<file path="config.mk">
export PLATFORM = sky130hd
export DESIGN_NAME = stepper_ramp_controller
export DESIGN_NICKNAME = d
export VERILOG_FILES = /design/src/rtl/srctl_pkg.sv /design/src/rtl/srctl_front.sv /design/src/rtl/srctl_back.sv /design/src/rtl/stepper_ramp_controller.sv
export SDC_FILE = /design/constraint.sdc
export NUM_CORES = 1
export LEC_CHECK = 0
export ABC_AREA = 1
export BUFFER_PORTS_ARGS = -buffer_cell sky130_fd_sc_hd__buf_4
export CORE_MARGIN = 1
export CORE_UTILIZATION = 61
export CTS_CLUSTER_DIAMETER = 80
export DETAILED_ROUTE_END_ITERATION = 6
export PLACE_DENSITY = 0.77
export SYNTH_ARGS = -nofsm -noshare
export SYNTH_HDL_FRONTEND = slang
export SYNTH_SLANG_ARGS = --single-unit
export TNS_END_PERCENT = 30
</file>
<file path="constraint.sdc">
create_clock -name i_clk -period 3.6 [get_ports i_clk]
set_input_delay 0.54 -clock i_clk [delete_from_list [all_inputs] [get_ports i_clk]]
set_output_delay 0.54 -clock i_clk [all_outputs]
set_load 0.05 [all_outputs]
</file>
<file path="src/rtl/srctl_pkg.sv">
// shared types and constants for the stepper ramp controller
// no dependencies; used by the front end, the back end and the top level

package srctl_pkg;

    // input word kinds
    localparam logic [2:0] KIND_MOTOR = 3'd0;
    localparam logic [2:0] KIND_RAMP  = 3'd1;
    localparam logic [2:0] KIND_SET   = 3'd2;
    localparam logic [2:0] KIND_STOP  = 3'd3;
    localparam logic [2:0] KIND_START = 3'd4;

    // configuration register indexes
    localparam logic [1:0] CFG_RAMP_DIVIDER     = 2'd0;
    localparam logic [1:0] CFG_PERIOD_NUMERATOR = 2'd1;
    localparam logic [1:0] CFG_SPEED_LIMIT      = 2'd2;

    // configuration reset values
    localparam logic [7:0]  RAMP_DIVIDER_RST     = 8'd6;
    localparam logic [15:0] PERIOD_NUMERATOR_RST = 16'd1500;
    localparam logic [7:0]  SPEED_LIMIT_RST      = 8'd240;

    // drive state reset values
    localparam logic [3:0] COILS_IDLE = 4'hF;
    localparam logic [2:0] PHASE_RST  = 3'd3;

    // divider length: one quotient bit per cycle
    localparam int DIV_STEPS = 16;

    // classified command codes
    typedef enum logic [2:0] {
        OP_MOTOR   = 3'd0,
        OP_RAMP    = 3'd1,
        OP_SET_OK  = 3'd2,
        OP_SET_BAD = 3'd3,
        OP_STOP    = 3'd4,
        OP_START   = 3'd5,
        OP_NONE    = 3'd6
    } t_op;

    // command word passed from front to back
    typedef struct packed {
        t_op        op;
        logic [7:0] speed;
        logic       dir;
    } t_cmd;

    // configuration register set
    typedef struct packed {
        logic [7:0]  ramp_divider;
        logic [15:0] period_numerator;
        logic [7:0]  speed_limit;
    } t_cfg;

endpackage

</file>
<file path="src/rtl/srctl_front.sv">
// front end: accepts input words, classifies them into commands, queues them
// depends on srctl_pkg

module srctl_front (
    input  logic                i_clk,
    input  logic                i_rst_n,
    input  logic                i_in_valid,
    output logic                o_in_stall,
    input  logic [2:0]          i_in_kind,
    input  logic [9:0]          i_in_target_speed,
    input  logic                i_in_target_dir,
    input  logic [7:0]          i_speed_limit,
    input  logic                i_pop,
    output logic                o_head_valid,
    output srctl_pkg::t_cmd     o_head
);

    srctl_pkg::t_cmd r_q [2];
    logic            r_wptr;
    logic            r_rptr;
    logic [1:0]      r_count;
    logic [1:0]      n_count;
    srctl_pkg::t_cmd w_cmd;
    logic            w_push;
    logic            w_pop;

    // classify the incoming word
    always_comb begin
        w_cmd.speed = i_in_target_speed[7:0];
        w_cmd.dir   = i_in_target_dir;
        unique case (i_in_kind)
            srctl_pkg::KIND_MOTOR: w_cmd.op = srctl_pkg::OP_MOTOR;
            srctl_pkg::KIND_RAMP:  w_cmd.op = srctl_pkg::OP_RAMP;
            srctl_pkg::KIND_SET: begin
                if (i_in_target_speed <= {2'b00, i_speed_limit}) begin
                    w_cmd.op = srctl_pkg::OP_SET_OK;
                end else begin
                    w_cmd.op = srctl_pkg::OP_SET_BAD;
                end
            end
            srctl_pkg::KIND_STOP:  w_cmd.op = srctl_pkg::OP_STOP;
            srctl_pkg::KIND_START: w_cmd.op = srctl_pkg::OP_START;
            default:               w_cmd.op = srctl_pkg::OP_NONE;
        endcase
    end

    // two-entry queue
    assign o_in_stall   = (r_count == 2'd2);
    assign w_push       = i_in_valid && !o_in_stall;
    assign o_head_valid = (r_count != 2'd0);
    assign w_pop        = i_pop && o_head_valid;
    assign o_head       = r_q[r_rptr];

    always_comb begin
        n_count = r_count;
        if (w_push && !w_pop) begin
            n_count = r_count + 2'd1;
        end else if (w_pop && !w_push) begin
            n_count = r_count - 2'd1;
        end
    end

    always_ff @(posedge i_clk) begin
        if (!i_rst_n) begin
            r_wptr  <= 1'b0;
            r_rptr  <= 1'b0;
            r_count <= 2'd0;
        end else begin
            r_count <= n_count;
            if (w_push) begin
                r_wptr <= !r_wptr;
            end
            if (w_pop) begin
                r_rptr <= !r_rptr;
            end
        end
    end

    // queue storage
    always_ff @(posedge i_clk) begin
        if (w_push) begin
            r_q[r_wptr] <= w_cmd;
        end
    end

endmodule

</file>
<file path="src/rtl/srctl_back.sv">
// back end: executes commands, holds drive state, divides out the step period
// depends on srctl_pkg

module srctl_back (
    input  logic                i_clk,
    input  logic                i_rst_n,
    input  srctl_pkg::t_cfg     i_cfg,
    input  logic                i_head_valid,
    input  srctl_pkg::t_cmd     i_head,
    output logic                o_pop,
    output logic                o_out_valid,
    input  logic                i_out_stall,
    output logic [3:0]          o_out_coil_pattern,
    output logic [7:0]          o_out_speed_now,
    output logic                o_out_dir_now,
    output logic                o_out_stepped,
    output logic                o_out_rejected,
    output logic                o_out_halted
);

    typedef enum logic [2:0] {
        S_IDLE = 3'b001,
        S_DIV  = 3'b010,
        S_FIN  = 3'b100
    } t_state;

    t_state      r_state, n_state;
    logic [7:0]  r_cur_speed, n_cur_speed;
    logic        r_cur_dir, n_cur_dir;
    logic [7:0]  r_goal_speed, n_goal_speed;
    logic        r_goal_dir, n_goal_dir;
    logic [2:0]  r_phase, n_phase;
    logic [3:0]  r_coils, n_coils;
    logic [15:0] r_step_count, n_step_count;
    logic [7:0]  r_ramp_count, n_ramp_count;
    logic        r_stop, n_stop;
    logic [15:0] r_quo, n_quo;
    logic [7:0]  r_rem, n_rem;
    logic [3:0]  r_div_cnt, n_div_cnt;

    logic        r_out_valid;
    logic [3:0]  r_out_coils;
    logic [7:0]  r_out_speed;
    logic        r_out_dir;
    logic        r_out_stepped;
    logic        r_out_rejected;
    logic        r_out_halted;

    logic        w_out_free;
    logic        w_load;
    logic        w_stepped;
    logic        w_rejected;
    logic [8:0]  w_rem_sh;
    logic [8:0]  w_rem_sub;
    logic        w_ge;
    logic [15:0] w_period;
    logic [15:0] w_step_inc;
    logic [7:0]  w_ramp_inc;
    logic [7:0]  w_ramp_div;
    logic [2:0]  w_phase_nx;

    // next phase position, forward 1..4 or reverse 4..1
    function automatic logic [2:0] phase_next(input logic [2:0] ph, input logic dir);
        logic [2:0] res;
        if (!dir) begin
            res = (ph >= 3'd1 && ph <= 3'd3) ? ph + 3'd1 : 3'd1;
        end else begin
            res = (ph >= 3'd2 && ph <= 3'd4) ? ph - 3'd1 : 3'd4;
        end
        return res;
    endfunction

    // coil bits after entering a phase position
    function automatic logic [3:0] coil_next(input logic [2:0] ph, input logic [3:0] c);
        logic [3:0] res;
        res = c;
        case (ph)
            3'd1: begin res[3] = 1'b0; res[1] = 1'b1; end
            3'd2: begin res[2] = 1'b0; res[0] = 1'b1; end
            3'd3: begin res[1] = 1'b0; res[3] = 1'b1; end
            default: begin res[0] = 1'b0; res[2] = 1'b1; end
        endcase
        return res;
    endfunction

    assign w_out_free = !r_out_valid || !i_out_stall;

    // restoring divide step: period_numerator / cur_speed
    assign w_rem_sh  = {r_rem, r_quo[15]};
    assign w_ge      = (w_rem_sh >= {1'b0, r_cur_speed});
    assign w_rem_sub = w_rem_sh - {1'b0, r_cur_speed};

    assign w_period   = (r_quo == 16'd0) ? 16'd1 : r_quo;
    assign w_step_inc = r_step_count + 16'd1;
    assign w_ramp_inc = r_ramp_count + 8'd1;
    assign w_ramp_div = (i_cfg.ramp_divider == 8'd0) ? 8'd1 : i_cfg.ramp_divider;
    assign w_phase_nx = phase_next(r_phase, r_cur_dir);

    // command execution
    always_comb begin
        n_state      = r_state;
        n_cur_speed  = r_cur_speed;
        n_cur_dir    = r_cur_dir;
        n_goal_speed = r_goal_speed;
        n_goal_dir   = r_goal_dir;
        n_phase      = r_phase;
        n_coils      = r_coils;
        n_step_count = r_step_count;
        n_ramp_count = r_ramp_count;
        n_stop       = r_stop;
        n_quo        = r_quo;
        n_rem        = r_rem;
        n_div_cnt    = r_div_cnt;
        o_pop        = 1'b0;
        w_load       = 1'b0;
        w_stepped    = 1'b0;
        w_rejected   = 1'b0;

        unique case (r_state)
            S_IDLE: begin
                if (i_head_valid && w_out_free) begin
                    o_pop = 1'b1;
                    case (i_head.op)
                        srctl_pkg::OP_MOTOR: begin
                            if (!r_stop && r_cur_speed != 8'd0) begin
                                n_quo     = i_cfg.period_numerator;
                                n_rem     = 8'd0;
                                n_div_cnt = 4'd0;
                                n_state   = S_DIV;
                            end else begin
                                w_load = 1'b1;
                            end
                        end
                        srctl_pkg::OP_RAMP: begin
                            w_load = 1'b1;
                            if (w_ramp_inc >= w_ramp_div) begin
                                n_ramp_count = 8'd0;
                                if (r_cur_speed != r_goal_speed || r_cur_dir != r_goal_dir) begin
                                    if (r_goal_speed == 8'd0) begin
                                        if (r_cur_speed == 8'd0) begin
                                            n_cur_dir = r_goal_dir;
                                        end
                                        n_cur_speed = 8'd0;
                                        n_coils     = srctl_pkg::COILS_IDLE;
                                    end else if (r_cur_dir == r_goal_dir) begin
                                        if (r_cur_speed < r_goal_speed) begin
                                            n_cur_speed = r_cur_speed + 8'd1;
                                        end else begin
                                            n_cur_speed = r_cur_speed - 8'd1;
                                        end
                                    end else if (r_cur_speed == 8'd0) begin
                                        n_cur_dir = r_goal_dir;
                                    end else begin
                                        // slowing for a reversal, switch at zero
                                        n_cur_speed = r_cur_speed - 8'd1;
                                        if (r_cur_speed == 8'd1) begin
                                            n_cur_dir = r_goal_dir;
                                        end
                                    end
                                end
                            end else begin
                                n_ramp_count = w_ramp_inc;
                            end
                        end
                        srctl_pkg::OP_SET_OK: begin
                            w_load       = 1'b1;
                            n_goal_speed = i_head.speed;
                            n_goal_dir   = i_head.dir;
                        end
                        srctl_pkg::OP_SET_BAD: begin
                            w_load     = 1'b1;
                            w_rejected = 1'b1;
                        end
                        srctl_pkg::OP_STOP: begin
                            w_load      = 1'b1;
                            n_stop      = 1'b1;
                            n_coils     = srctl_pkg::COILS_IDLE;
                            n_cur_speed = 8'd0;
                        end
                        srctl_pkg::OP_START: begin
                            w_load       = 1'b1;
                            n_cur_speed  = 8'd0;
                            n_cur_dir    = 1'b0;
                            n_goal_speed = 8'd0;
                            n_goal_dir   = 1'b0;
                            n_phase      = srctl_pkg::PHASE_RST;
                            n_coils      = srctl_pkg::COILS_IDLE;
                            n_step_count = 16'd0;
                            n_ramp_count = 8'd0;
                            n_stop       = 1'b0;
                        end
                        default: begin
                            w_load = 1'b1;
                        end
                    endcase
                end
            end
            S_DIV: begin
                n_quo = {r_quo[14:0], w_ge};
                n_rem = w_ge ? w_rem_sub[7:0] : w_rem_sh[7:0];
                n_div_cnt = r_div_cnt + 4'd1;
                if (r_div_cnt == 4'(srctl_pkg::DIV_STEPS - 1)) begin
                    n_state = S_FIN;
                end
            end
            S_FIN: begin
                if (w_out_free) begin
                    w_load  = 1'b1;
                    n_state = S_IDLE;
                    if (w_step_inc >= w_period) begin
                        n_step_count = 16'd0;
                        n_phase      = w_phase_nx;
                        n_coils      = coil_next(w_phase_nx, r_coils);
                        w_stepped    = 1'b1;
                    end else begin
                        n_step_count = w_step_inc;
                    end
                end
            end
            default: begin
                n_state = S_IDLE;
            end
        endcase
    end

    // drive state and sequencer
    always_ff @(posedge i_clk) begin
        if (!i_rst_n) begin
            r_state      <= S_IDLE;
            r_cur_speed  <= 8'd0;
            r_cur_dir    <= 1'b0;
            r_goal_speed <= 8'd0;
            r_goal_dir   <= 1'b0;
            r_phase      <= srctl_pkg::PHASE_RST;
            r_coils      <= srctl_pkg::COILS_IDLE;
            r_step_count <= 16'd0;
            r_ramp_count <= 8'd0;
            r_stop       <= 1'b0;
            r_div_cnt    <= 4'd0;
        end else begin
            r_state      <= n_state;
            r_cur_speed  <= n_cur_speed;
            r_cur_dir    <= n_cur_dir;
            r_goal_speed <= n_goal_speed;
            r_goal_dir   <= n_goal_dir;
            r_phase      <= n_phase;
            r_coils      <= n_coils;
            r_step_count <= n_step_count;
            r_ramp_count <= n_ramp_count;
            r_stop       <= n_stop;
            r_div_cnt    <= n_div_cnt;
        end
    end

    // divider datapath
    always_ff @(posedge i_clk) begin
        r_quo <= n_quo;
        r_rem <= n_rem;
    end

    // output word register
    always_ff @(posedge i_clk) begin
        if (!i_rst_n) begin
            r_out_valid <= 1'b0;
        end else if (w_load) begin
            r_out_valid <= 1'b1;
        end else if (!i_out_stall) begin
            r_out_valid <= 1'b0;
        end
    end

    always_ff @(posedge i_clk) begin
        if (w_load) begin
            r_out_coils    <= n_coils;
            r_out_speed    <= n_cur_speed;
            r_out_dir      <= n_cur_dir;
            r_out_stepped  <= w_stepped;
            r_out_rejected <= w_rejected;
            r_out_halted   <= n_stop;
        end
    end

    assign o_out_valid        = r_out_valid;
    assign o_out_coil_pattern = r_out_coils;
    assign o_out_speed_now    = r_out_speed;
    assign o_out_dir_now      = r_out_dir;
    assign o_out_stepped      = r_out_stepped;
    assign o_out_rejected     = r_out_rejected;
    assign o_out_halted       = r_out_halted;

endmodule

</file>
<file path="src/rtl/stepper_ramp_controller.sv">
// Stepper ramp controller top level: configuration registers, front end, back end.
// Flow: an accepted input word is queued; the back end pops it and registers its result
// word, after a bit-serial period divide for a motor tick at nonzero speed while running.
// Throughput: one word per cycle while the output is not stalled; none while dividing.
// A two-word queue lets the input side keep accepting while the back end divides.
// Reset: synchronous active-low; drive state, queue and configuration return to defaults.

module stepper_ramp_controller (
    input  logic        i_clk,
    input  logic        i_rst_n,
    input  logic        i_in_valid,
    output logic        o_in_stall,
    input  logic [2:0]  i_in_kind,
    input  logic [9:0]  i_in_target_speed,
    input  logic        i_in_target_dir,
    output logic        o_out_valid,
    input  logic        i_out_stall,
    output logic [3:0]  o_out_coil_pattern,
    output logic [7:0]  o_out_speed_now,
    output logic        o_out_dir_now,
    output logic        o_out_stepped,
    output logic        o_out_rejected,
    output logic        o_out_halted,
    input  logic        i_cfg_valid,
    output logic        o_cfg_ready,
    input  logic [1:0]  i_cfg_index,
    input  logic [15:0] i_cfg_data
);

    srctl_pkg::t_cfg r_cfg;
    srctl_pkg::t_cmd w_head;
    logic            w_head_valid;
    logic            w_pop;

    // configuration registers, always writable
    assign o_cfg_ready = 1'b1;

    always_ff @(posedge i_clk) begin
        if (!i_rst_n) begin
            r_cfg.ramp_divider     <= srctl_pkg::RAMP_DIVIDER_RST;
            r_cfg.period_numerator <= srctl_pkg::PERIOD_NUMERATOR_RST;
            r_cfg.speed_limit      <= srctl_pkg::SPEED_LIMIT_RST;
        end else if (i_cfg_valid && o_cfg_ready) begin
            unique case (i_cfg_index)
                srctl_pkg::CFG_RAMP_DIVIDER:     r_cfg.ramp_divider     <= i_cfg_data[7:0];
                srctl_pkg::CFG_PERIOD_NUMERATOR: r_cfg.period_numerator <= i_cfg_data;
                srctl_pkg::CFG_SPEED_LIMIT:      r_cfg.speed_limit      <= i_cfg_data[7:0];
                default: ;
            endcase
        end
    end

    // front end: accept, classify, queue
    srctl_front u_front (
        .i_clk             (i_clk),
        .i_rst_n           (i_rst_n),
        .i_in_valid        (i_in_valid),
        .o_in_stall        (o_in_stall),
        .i_in_kind         (i_in_kind),
        .i_in_target_speed (i_in_target_speed),
        .i_in_target_dir   (i_in_target_dir),
        .i_speed_limit     (r_cfg.speed_limit),
        .i_pop             (w_pop),
        .o_head_valid      (w_head_valid),
        .o_head            (w_head)
    );

    // back end: execute and report
    srctl_back u_back (
        .i_clk              (i_clk),
        .i_rst_n            (i_rst_n),
        .i_cfg              (r_cfg),
        .i_head_valid       (w_head_valid),
        .i_head             (w_head),
        .o_pop              (w_pop),
        .o_out_valid        (o_out_valid),
        .i_out_stall        (i_out_stall),
        .o_out_coil_pattern (o_out_coil_pattern),
        .o_out_speed_now    (o_out_speed_now),
        .o_out_dir_now      (o_out_dir_now),
        .o_out_stepped      (o_out_stepped),
        .o_out_rejected     (o_out_rejected),
        .o_out_halted       (o_out_halted)
    );

endmodule

</file>
==> results of run 1 <==
what timing repair did:
action	4_1_cts	5_1_grt
resized for setup	0	1
endpoints found under the setup margin	0	7
setup buffers	0	0
worst max path at each step:
| stage | slack [ps] | start | endpoint | cells after the start |
|---|---|---|---|---|
| 2_1_floorplan | 760 | u_back.r_step_count[0]$_SDFFE_PN0P_ | u_back.r_step_count[10]$_SDFFE_PN0P_ | 19 |
| 3_3_place_gp | 590 | u_back.r_step_count[0]$_SDFFE_PN0P_ | u_back.r_step_count[14]$_SDFFE_PN0P_ | 18 |
| 3_5_place_dp | 400 | u_back.r_step_count[0]$_SDFFE_PN0P_ | u_back.r_step_count[13]$_SDFFE_PN0P_ | 18 |
| 4_1_cts | 340 | u_back.r_step_count[0]$_SDFFE_PN0P_ | u_back.r_step_count[5]$_SDFFE_PN0P_ | 18 |
| 5_1_grt | -5 | u_back.r_step_count[0]$_SDFFE_PN0P_ | u_back.o_out_coil_pattern[0]$_DFFE_PP_ | 19 |
| 6_report | 360 | u_back.r_step_count[0]$_SDFFE_PN0P_ | u_back.o_out_coil_pattern[2]$_DFFE_PP_ | 19 |
final cells by class:
cell class | count | area (µm²)
Inverter | 145 | 548.0
Clock buffer | 18 | 450.4
Clock inverter | 14 | 128.9
Sequential cell | 159 | 3824
Timing Repair Buffer | 59 | 442.9
Multi-Input combinational cell | 777 | 4229
Fill cell | 1163 | 4033
Tap cell | 180 | 225.2
power by group:
group | switching, W | internal [W] | total (W)
Clock | 0.000771 | 0.00100 | 0.00178
Combinational | 0.00103 | 0.000391 | 0.00143
Sequential | 0.0000798 | 0.00208 | 0.00216
Total | 0.00189 | 0.00347 | 0.00536
stage by stage:
step	TNS [ps]	cells
final	0	1352
after global routing	-4.786	1352
after CTS	0	1352
after detailed placement	0	1320
after global placement	0	1320
after floorplan	0	1106
cells by family (layout without fill, tap and decap cells):
family,count (synthesis),in the layout,share of synthesized area [%]
simple gates,496,496,24.70
compound gates,188,188,11.75
fa+ha+maj,62,62,8.990
buf+inv,170,236,7.611
flops,159,159,43.89
other cells,1,1,0.04304
xor+xnor,30,30,3.016
per-layer routing:
| metal | up-vias | wire [µm] | GRT usage, % |
|---|---|---|---|
| met5 | - | 0 | 0 |
| met4 | 0 | 578 | 12.96 |
| met3 | 42 | 689 | 4.041 |
| li1 | 3764 | - | - |
| met2 | 167 | 10040 | 50.25 |
| met1 | 3414 | 8655 | 35.34 |
flip-flops by register name, summed over array words and instances (netlist names), 2 cells and up, named ones only:
register                   flops
u_back.r_coils                 4
r_cfg                         32
u_back.r_quo                  16
u_back.o_out_coil_pattern      4
u_back.r_cur_speed             8
u_back.r_step_count           16
u_front.r_count                2
u_back.r_div_cnt               4
u_back.o_out_speed_now         8
u_back.r_state                 3
u_back.r_goal_speed            8
u_front.r_q                   24
u_back.r_phase                 3
u_back.r_ramp_count            8
u_back.r_rem                   8
cells in the mapped netlist, drive strengths merged (7+ instances only):
cell type	n
a21oi	91
o211ai	8
o21ai	69
nand2	288
clkbuf	18
nand3	80
nor2	87
nand4	17
edfxtp	64
buf	7
dfxtp	95
xor2	23
inv	144
xnor2	7
ha	61
nor3	13
critical path, stage by stage, from the launching register on:
cell and delay, ps:
dfxtp_1 420, ha_1 210, nand2_1 60, nor2_1 140, nand3_1 160, nor2_1 270
nand2_1 150, o21bai_1 160, nand2_1 80, inv_1 80, ha_1 230, nand2_1 90
o21bai_1 110, nand2_1 60, a21oi_1 180, nand3_1 240, nand3_1 160, nand2_1 60
nand3_1 80, nand2_1 50
==> flow_summary.toml, run 1 <==
[sta]
holdWs_ps = 294.8
layout_setup_ws_ps = 358.1
worst_pin_slew_ps = 1083
skew_ps = 10.11
rsz0062_at_grt = "yes"
slew_viol_final = 0
fin_crit_ps = 3242
fin_crit_sh_pct = 90.05
setup_viol = 0
clock.fmax_mhz = 308.5
relSlewSlack_pct = 27.53
hold_violations = 0

[detailed_routing]
num_vias = 7387
drt_wl_total_um = 19960
via_per_inst = 5.464
final_antenna_net_count = 0
first_pass_iters = 5
post_drt_wl_per_cell_um = 14.76
drt-initial-drc-count = 663
route.detailed.drc = 0

[floorplanning]
pin_count = 56
die_w_um = 121.5
rows = 43
start_util_pct = 62.76
die_y_um = 121.5
dieArea_mm2 = 0.01476
coreArea_mm2 = 0.01388

[logic_synthesis]
synth_top_area_share_pct = 22.06
syn_nets = 1205
synth_area_leaders = "edfxtp_1 22%, dfxtp_1 22%, nand2_1 12%"
ys_ff_latch = 159
yosysTopAreaCell = "edfxtp_1"
ys_seq_area_share_pct = 43.89
async_reset_ff_share_pct = 0
synthCells = 1106
synth_edf_count = 64
syn_avg_cell_area_um2 = 7.877
synth_cell_type_count = 44
ys.flop_type = "dfxtp_1"
ys_warn_count = 0
netlist_area_mm2 = 0.008712

[global_route]
antenna_found_initial = 0
gr-total-overflow = 0
grt_max_degree = 47
grt_usage_pct = 28.85
grt_pass1_wl_um = 32640
grt_pass1_vias = 6780

[setup_path]
path_class = "flip-flop to flip-flop"
r2r_start = "u_back.r_step_count[0]$_SDFFE_PN0P_"
crit_fanout = 7
r2r_slack_ps = 360
required_ps = 3780
reg2regPathDepth = 19
setup.worst_path.end_class = "flip-flop"
cp.arrival_ps = 3420
r2r_end = "u_back.o_out_coil_pattern[2]$_DFFE_PP_"
worstSetupStartpointType = "flip-flop"

[final_layout]
most-common-layout-cells = "281 x nand2_1, 133 x inv_1, 95 x dfxtp_1, 89 x a21oi_1, 81 x nor2_1"
drive_gt1_share_pct = 10.32
area_delta_synth_final_pct = 13.04
nNetsFinal = 1258
final_area_mm2 = 0.009848
final_common_cell = "nand2_1"
fin_util_pct = 70.95
diodes = 0

[clock_tree]
path_clk_slew_ps = 60
clockBufferDepth = 2
cts_tree = "done"
hold_buffers = 0
clk_latency_ps = 430
htreeDepth = 4
clock_sinks = 159
numCtsBuffers = 17
cts-root-buf = "clkbuf_16"

[pwr]
p_total_w = 0.005358
ir_worst_vdd_mv = 0.4609
power.density_mw_per_mm2 = 544.1
p_leak_nw = 4.507

[placed_design]
gp_congestion = 0.9621
dpl_cell_area_mm2 = 0.009265
portBuffers = 54
dp_hpwl_um = 14550
pre_cts_ws_ps = 400.7

[min_path]
hold_class = "input port to flip-flop"
min_from = "i_in_target_dir"
min_to = "u_front.r_q[1][0]$_DFFE_PP_"
whs_path_depth = 1

[job]
maxCapViolCount = 0

[status]
status = "complete, no violations"
Note: power is estimated with default switching activity, not from simulation.
==> run 2: changes to the inputs <==
--- a/config.mk
+++ b/config.mk
@@ -8,10 +8,10 @@
 export ABC_AREA = 1
 export BUFFER_PORTS_ARGS = -buffer_cell sky130_fd_sc_hd__buf_4
 export CORE_MARGIN = 1
-export CORE_UTILIZATION = 61
+export CORE_UTILIZATION = 62
 export CTS_CLUSTER_DIAMETER = 80
 export DETAILED_ROUTE_END_ITERATION = 6
-export PLACE_DENSITY = 0.77
+export PLACE_DENSITY = 0.78
 export SYNTH_ARGS = -nofsm -noshare
 export SYNTH_HDL_FRONTEND = slang
 export SYNTH_SLANG_ARGS = --single-unit
==> constraint.sdc (replaced) <==
create_clock -name i_clk -period 3.8 [get_ports i_clk]
set_input_delay 0.57 -clock i_clk [delete_from_list [all_inputs] [get_ports i_clk]]
set_output_delay 0.57 -clock i_clk [all_outputs]
set_load 0.05 [all_outputs]
==> run 2 against run 1 <==
  * Hold slack better by 37 ps
  * Largest power group unchanged
  * Sequential cell count stayed put
  * Non-clock buffer count is 2 lower
  * Highest routed layer unchanged
  * Critical path depth is 1 lower
==> flow_summary.toml, run 2 (synthesized netlist as in run 1, its figures left out) <==
[detailed_routing]
post_drt_wl_per_cell_um = 14.52
route.detailed.drc = 0
drt-initial-drc-count = 550
via_per_inst = 5.498
routed.top_layer = "met4"
final_antenna_net_count = 0
wl_met2_um = 9648
drt_wl_total_um = 19550
wl_met1_um = 8665
num_vias = 7400
dr_wl_met3_um = 842
first_pass_iters = 5

[setup_path]
r2r_slack_ps = 550
path_class = "flip-flop to flip-flop"
crit_fanout = 16
required_ps = 4130
setup.worst_path.end_class = "flip-flop"
worstSetupStartpointType = "flip-flop"
cp.arrival_ps = 3580

[final_layout]
drive_gt1_share_pct = 10.09
diodes = 0
largest_registers = "r_cfg (32), u_front.r_q (24)"
area_delta_synth_final_pct = 13.18
final_area_mm2 = 0.009861
nNetsFinal = 1256
top_register = "r_cfg"
layoutNonFillerInstCount = 1346
most-common-layout-cells = "281 x nand2_1, 134 x inv_1, 95 x dfxtp_1, 89 x a21oi_1, 81 x nor2_1"
final_common_cell = "nand2_1"
largest_reg_flops = 32

[clock_tree]
clockBufferDepth = 2
cts_setup_buffers = 0
clk_latency_ps = 420
numCtsBuffers = 17
clock_sinks = 159
cts-root-buf = "clkbuf_16"
hold_buffers = 0
htreeDepth = 4
path_clk_slew_ps = 60
cts_tree = "done"
cts_resized = 0

[placed_design]
dp_hpwl_um = 14350
portBuffers = 54
gp_congestion = 0.9044
dp.cells = 1314
dpl_cell_area_mm2 = 0.009241

[global_route]
grt_pass1_wl_um = 33050
gr-total-overflow = 0
grt_max_degree = 47
antenna_found_initial = 0
grt_usage_pct = 28.98
grt_pass1_vias = 7053

[job]
maxCapViolCount = 0

[floorplanning]
rows = 42
die_w_um = 120.5
start_util_pct = 64.76
pin_count = 56
die_y_um = 120.5
coreArea_mm2 = 0.01345
dieArea_mm2 = 0.01453

[sta]
relSlewSlack_pct = 27.71
slew_viol_final = 0
fin_crit_ps = 3252
hold_violations = 0
tns_ps = 0
rsz0062_at_grt = "no"
fin_crit_sh_pct = 85.59
holdWs_ps = 332.3
setup_viol = 0
skew_ps = 10.34
clock.fmax_mhz = 307.5
worst_pin_slew_ps = 1080

[min_path]
hold_class = "input port to flip-flop"

[status]
status = "complete, no violations"

[pwr]
ir_worst_vdd_mv = 0.3273
power.density_mw_per_mm2 = 522.0
p_leak_nw = 4.516
p_total_w = 0.005147
[run 2: layout make-up]
cell class | instances | area, µm²
clock inverters | 15 | 193.9
clock buffers | 17 | 425.4
inverters | 145 | 544.3
flip-flops and latches | 159 | 3824
repair buffers | 57 | 427.9
fillers | 1084 | 3592
multi-input cells | 777 | 4225
well taps | 176 | 220.2
[run 2: power breakdown]
part	internal, W	switching, W
Clock	0.00110	0.000684
Sequential	0.00197	0.0000834
Combinational	0.000363	0.000951
Total	0.00343	0.00172
[run 2: path summary, 6_finish.rpt]
path | start | end | cells past startpoint
setup / recovery | u_back.r_step_count[0]$_SDFFE_PN0P_ | u_back.r_step_count[2]$_SDFFE_PN0P_ | 18
hold / removal | i_in_target_dir | u_front.r_q[1][0]$_DFFE_PP_ | 1
setup reg to reg | u_back.r_step_count[0]$_SDFFE_PN0P_ | u_back.r_step_count[2]$_SDFFE_PN0P_ | 18
hold reg to reg | u_back.r_goal_speed[2]$_SDFFE_PN0P_ | u_back.r_goal_speed[2]$_SDFFE_PN0P_ | 2
[run 2: worst max-delay path, stage by stage, from the launching register on]
cell      delay [ps]
dfxtp_1          430
ha_1             220
nand2_1           60
nor2_1           170
nand3_1          160
nor2_1           220
nand2_1          120
o21bai_1         140
nand2_1           60
inv_1             70
ha_1             230
nand2_1           90
o21bai_1         110
nand2_1           60
a21oi_1          170
nand4_1          130
inv_1            420
nand3_1          130
a21oi_1          210
[run 2: metrics by stage]
step	util (%)	setup slack (ps)
6_report	73.30	547.7
5_1_grt	73.30	176.6
4_1_cts	73.30	552.4
3_5_place_dp	68.69	620.0
3_3_place_gp	68.69	777.8
2_1_floorplan	-	957.6
[run 2: per-layer routing]
metal	track usage, %	up-vias
met2	50.47	217
met3	4.434	33
met1	36.05	3381
met4	11.34	0
li1	-	3769
met5	0	-
==> run 3: changes to the inputs <==
--- a/config.mk
+++ b/config.mk
@@ -11,7 +11,7 @@
 export CORE_UTILIZATION = 62
 export CTS_CLUSTER_DIAMETER = 80
 export DETAILED_ROUTE_END_ITERATION = 6
-export PLACE_DENSITY = 0.78
+export PLACE_DENSITY = 0.77
 export SYNTH_ARGS = -nofsm -noshare
 export SYNTH_HDL_FRONTEND = slang
 export SYNTH_SLANG_ARGS = --single-unit
==> run 3 against run 2 <==
  * Count of clock-buffer cells in the layout is the same
  * Register-to-register slack lost 50 ps
  * First-iteration DRC count shrank 4.4%
  * Power grew 1.7%
  * Sequential cell count is the same
  * Highest routed layer unchanged
==> flow_summary.toml, run 3 (synthesized netlist as in run 1, its figures left out) <==
[detailed_routing]
route.detailed.drc = 0
first_pass_iters = 5
drt-initial-drc-count = 526
via_per_inst = 5.493
final_antenna_net_count = 0
post_drt_wl_per_cell_um = 14.69
drt_wl_total_um = 19780
num_vias = 7394

[setup_path]
path_class = "flip-flop to flip-flop"
critPathMaxStageDelay_ps = 440
cp.arrival_ps = 3650
crit_fanout = 16
worstSetupStartpointType = "flip-flop"
setup.worst_path.end_class = "flip-flop"
cpMaxStageDelayCell = "dfxtp_1"
cp_cell_sequence = "ha_1, nand2_1, nor2_1, nand3_1, nor2_1, nand2_1, o21bai_1, nand2_1, inv_1, ha_1, nand2_1, o21bai_1, nand2_1, a21oi_1, nand4_1, inv_1, nand3_1, a21oi_1"
required_ps = 4150
crit_path_frequent_cell = "nand2_1"

[final_layout]
seqCellArea_mm2 = 0.003824
final_common_cell = "nand2_1"
drive_gt1_share_pct = 10.09
fillCellCount = 1088
nNetsFinal = 1256
area_delta_synth_final_pct = 13.47
diodes = 0
top_register = "r_cfg"
most-common-layout-cells = "281 x nand2_1, 134 x inv_1, 95 x dfxtp_1, 89 x a21oi_1, 81 x nor2_1"
largest_reg_flops = 32
layoutNonFillerInstCount = 1346
multi_input_area_mm2 = 0.004229
largest_registers = "r_cfg (32), u_front.r_q (24)"

[min_path]
hold_class = "input port to flip-flop"

[floorplanning]
pin_count = 56
coreArea_mm2 = 0.01345
dieArea_mm2 = 0.01453
rows = 42
start_util_pct = 64.76
die_w_um = 120.5
die_y_um = 120.5

[sta]
setup_viol = 0
relSlewSlack_pct = 28.49
rsz0062_at_grt = "no"
worst_pin_slew_ps = 1069
fin_crit_ps = 3302
slew_viol_final = 0
skew_ps = 10.91
clock.fmax_mhz = 302.9
tns_ps = 0
hold_violations = 0
fin_crit_sh_pct = 86.89

[global_route]
grt_pass1_wl_um = 33070
grt_max_degree = 47
grt_usage_pct = 29.21
gr-total-overflow = 0
antenna_found_initial = 0
grt_pass1_vias = 7053

[pwr]
ir_worst_vdd_mv = 0.3309
swShare_pct = 33.21
combPwrFrac_pct = 25.4
power.density_mw_per_mm2 = 529.6
clockPowerShare_pct = 35.4
p_int_w = 0.003497
p_sw_w = 0.001739
p_seq_share_pct = 39.2
p_total_w = 0.005235
p_leak_nw = 4.530

[clock_tree]
cts_tree = "done"
clockBufferDepth = 2
cts_setup_buffers = 0
htreeDepth = 4
numCtsBuffers = 17
hold_buffers = 0
path_clk_slew_ps = 60
clock_sinks = 159
cts_resized = 0
clk_latency_ps = 430
cts-root-buf = "clkbuf_16"

[placed_design]
portBuffers = 54
gp_congestion = 0.8842
dp.cells = 1314
dp_hpwl_um = 14280

[status]
status = "complete, no violations"

[job]
maxCapViolCount = 0
run 3: cell count changes in the layout (fill, tap and decap cells not counted):
cell / before / now
clkinv_2: 4 / 3
clkinv_4: 3 / 2
clkinvlp_4: 2 / 1
o21ai_1: 4 / 3
bufinv_16: 4 / 5
inv_6: 1 / 2
clkinv_1: 2 / 3
o21ai_2: 0 / 1
run 3: power groups by stage:
stage / clock network (W) / registers [W] / logic [W]
final: 0.00185 / 0.00205 / 0.00133
after floorplan: 0 / 0.00226 / 0.000778
after CTS: 0.00187 / 0.00205 / 0.00133
after global routing: 0.00194 / 0.00207 / 0.00148
after detailed placement: 0 / 0.00209 / 0.00132
after global placement: 0 / 0.00209 / 0.00130
run 3: layer usage:
layer,track usage (%),wire length [µm],vias up,part of all wire [%]
met3,4.811,828,41,4.2
met2,51.11,9704,195,49
li1,-,-,3777,-
met4,11.42,433,0,2.2
met1,35.89,8811,3381,45
met5,0,0,-,0
run 3: path summary, 6_finish.rpt:
path	start	cells after the start	slack, ps	to
max reg2reg	u_back.r_step_count[0]$_SDFFE_PN0P_	18	500	u_back.r_step_count[14]$_SDFFE_PN0P_
min	i_in_target_dir	1	330	u_front.r_q[1][0]$_DFFE_PP_
max	u_back.r_step_count[0]$_SDFFE_PN0P_	18	500	u_back.r_step_count[14]$_SDFFE_PN0P_
min reg2reg	r_cfg[3]$_SDFFE_PN0P_	2	460	r_cfg[3]$_SDFFE_PN0P_
run 3: through the flow:
stage / hold slack [ps] / setup slack (ps) / utilization [%] / cell area (µm²)
final: 332.3 / 498.4 / 73.48 / 9886
after CTS: 322.7 / 505.5 / 73.48 / 9886
after global routing: 319.3 / 85.91 / 73.48 / 9886
after floorplan: 433.1 / 957.6 / - / 8712
after global placement: 451.3 / 723.3 / 68.72 / 9245
after detailed placement: 457.0 / 563.8 / 68.72 / 9245
run 3: worst max-delay path: cells and delay by family, from the launching register on:
family / cells / cell delay (ps)
adder cells (fa/ha/maj): 2 / 450
flip-flops: 1 / 440
buffers and inverters: 2 / 510
AND/OR/NAND/NOR: 10 / 1260
AO/OA/AOI/OAI: 4 / 580
run 3: final cells by class:
class	count	share of cell area, %
inverters	145	5.506
repair buffers	57	4.329
clock buffers	17	4.303
multi-input cells	777	42.78
flip-flops and latches	159	38.68
clock inverters	15	2.177
well taps	176	2.228
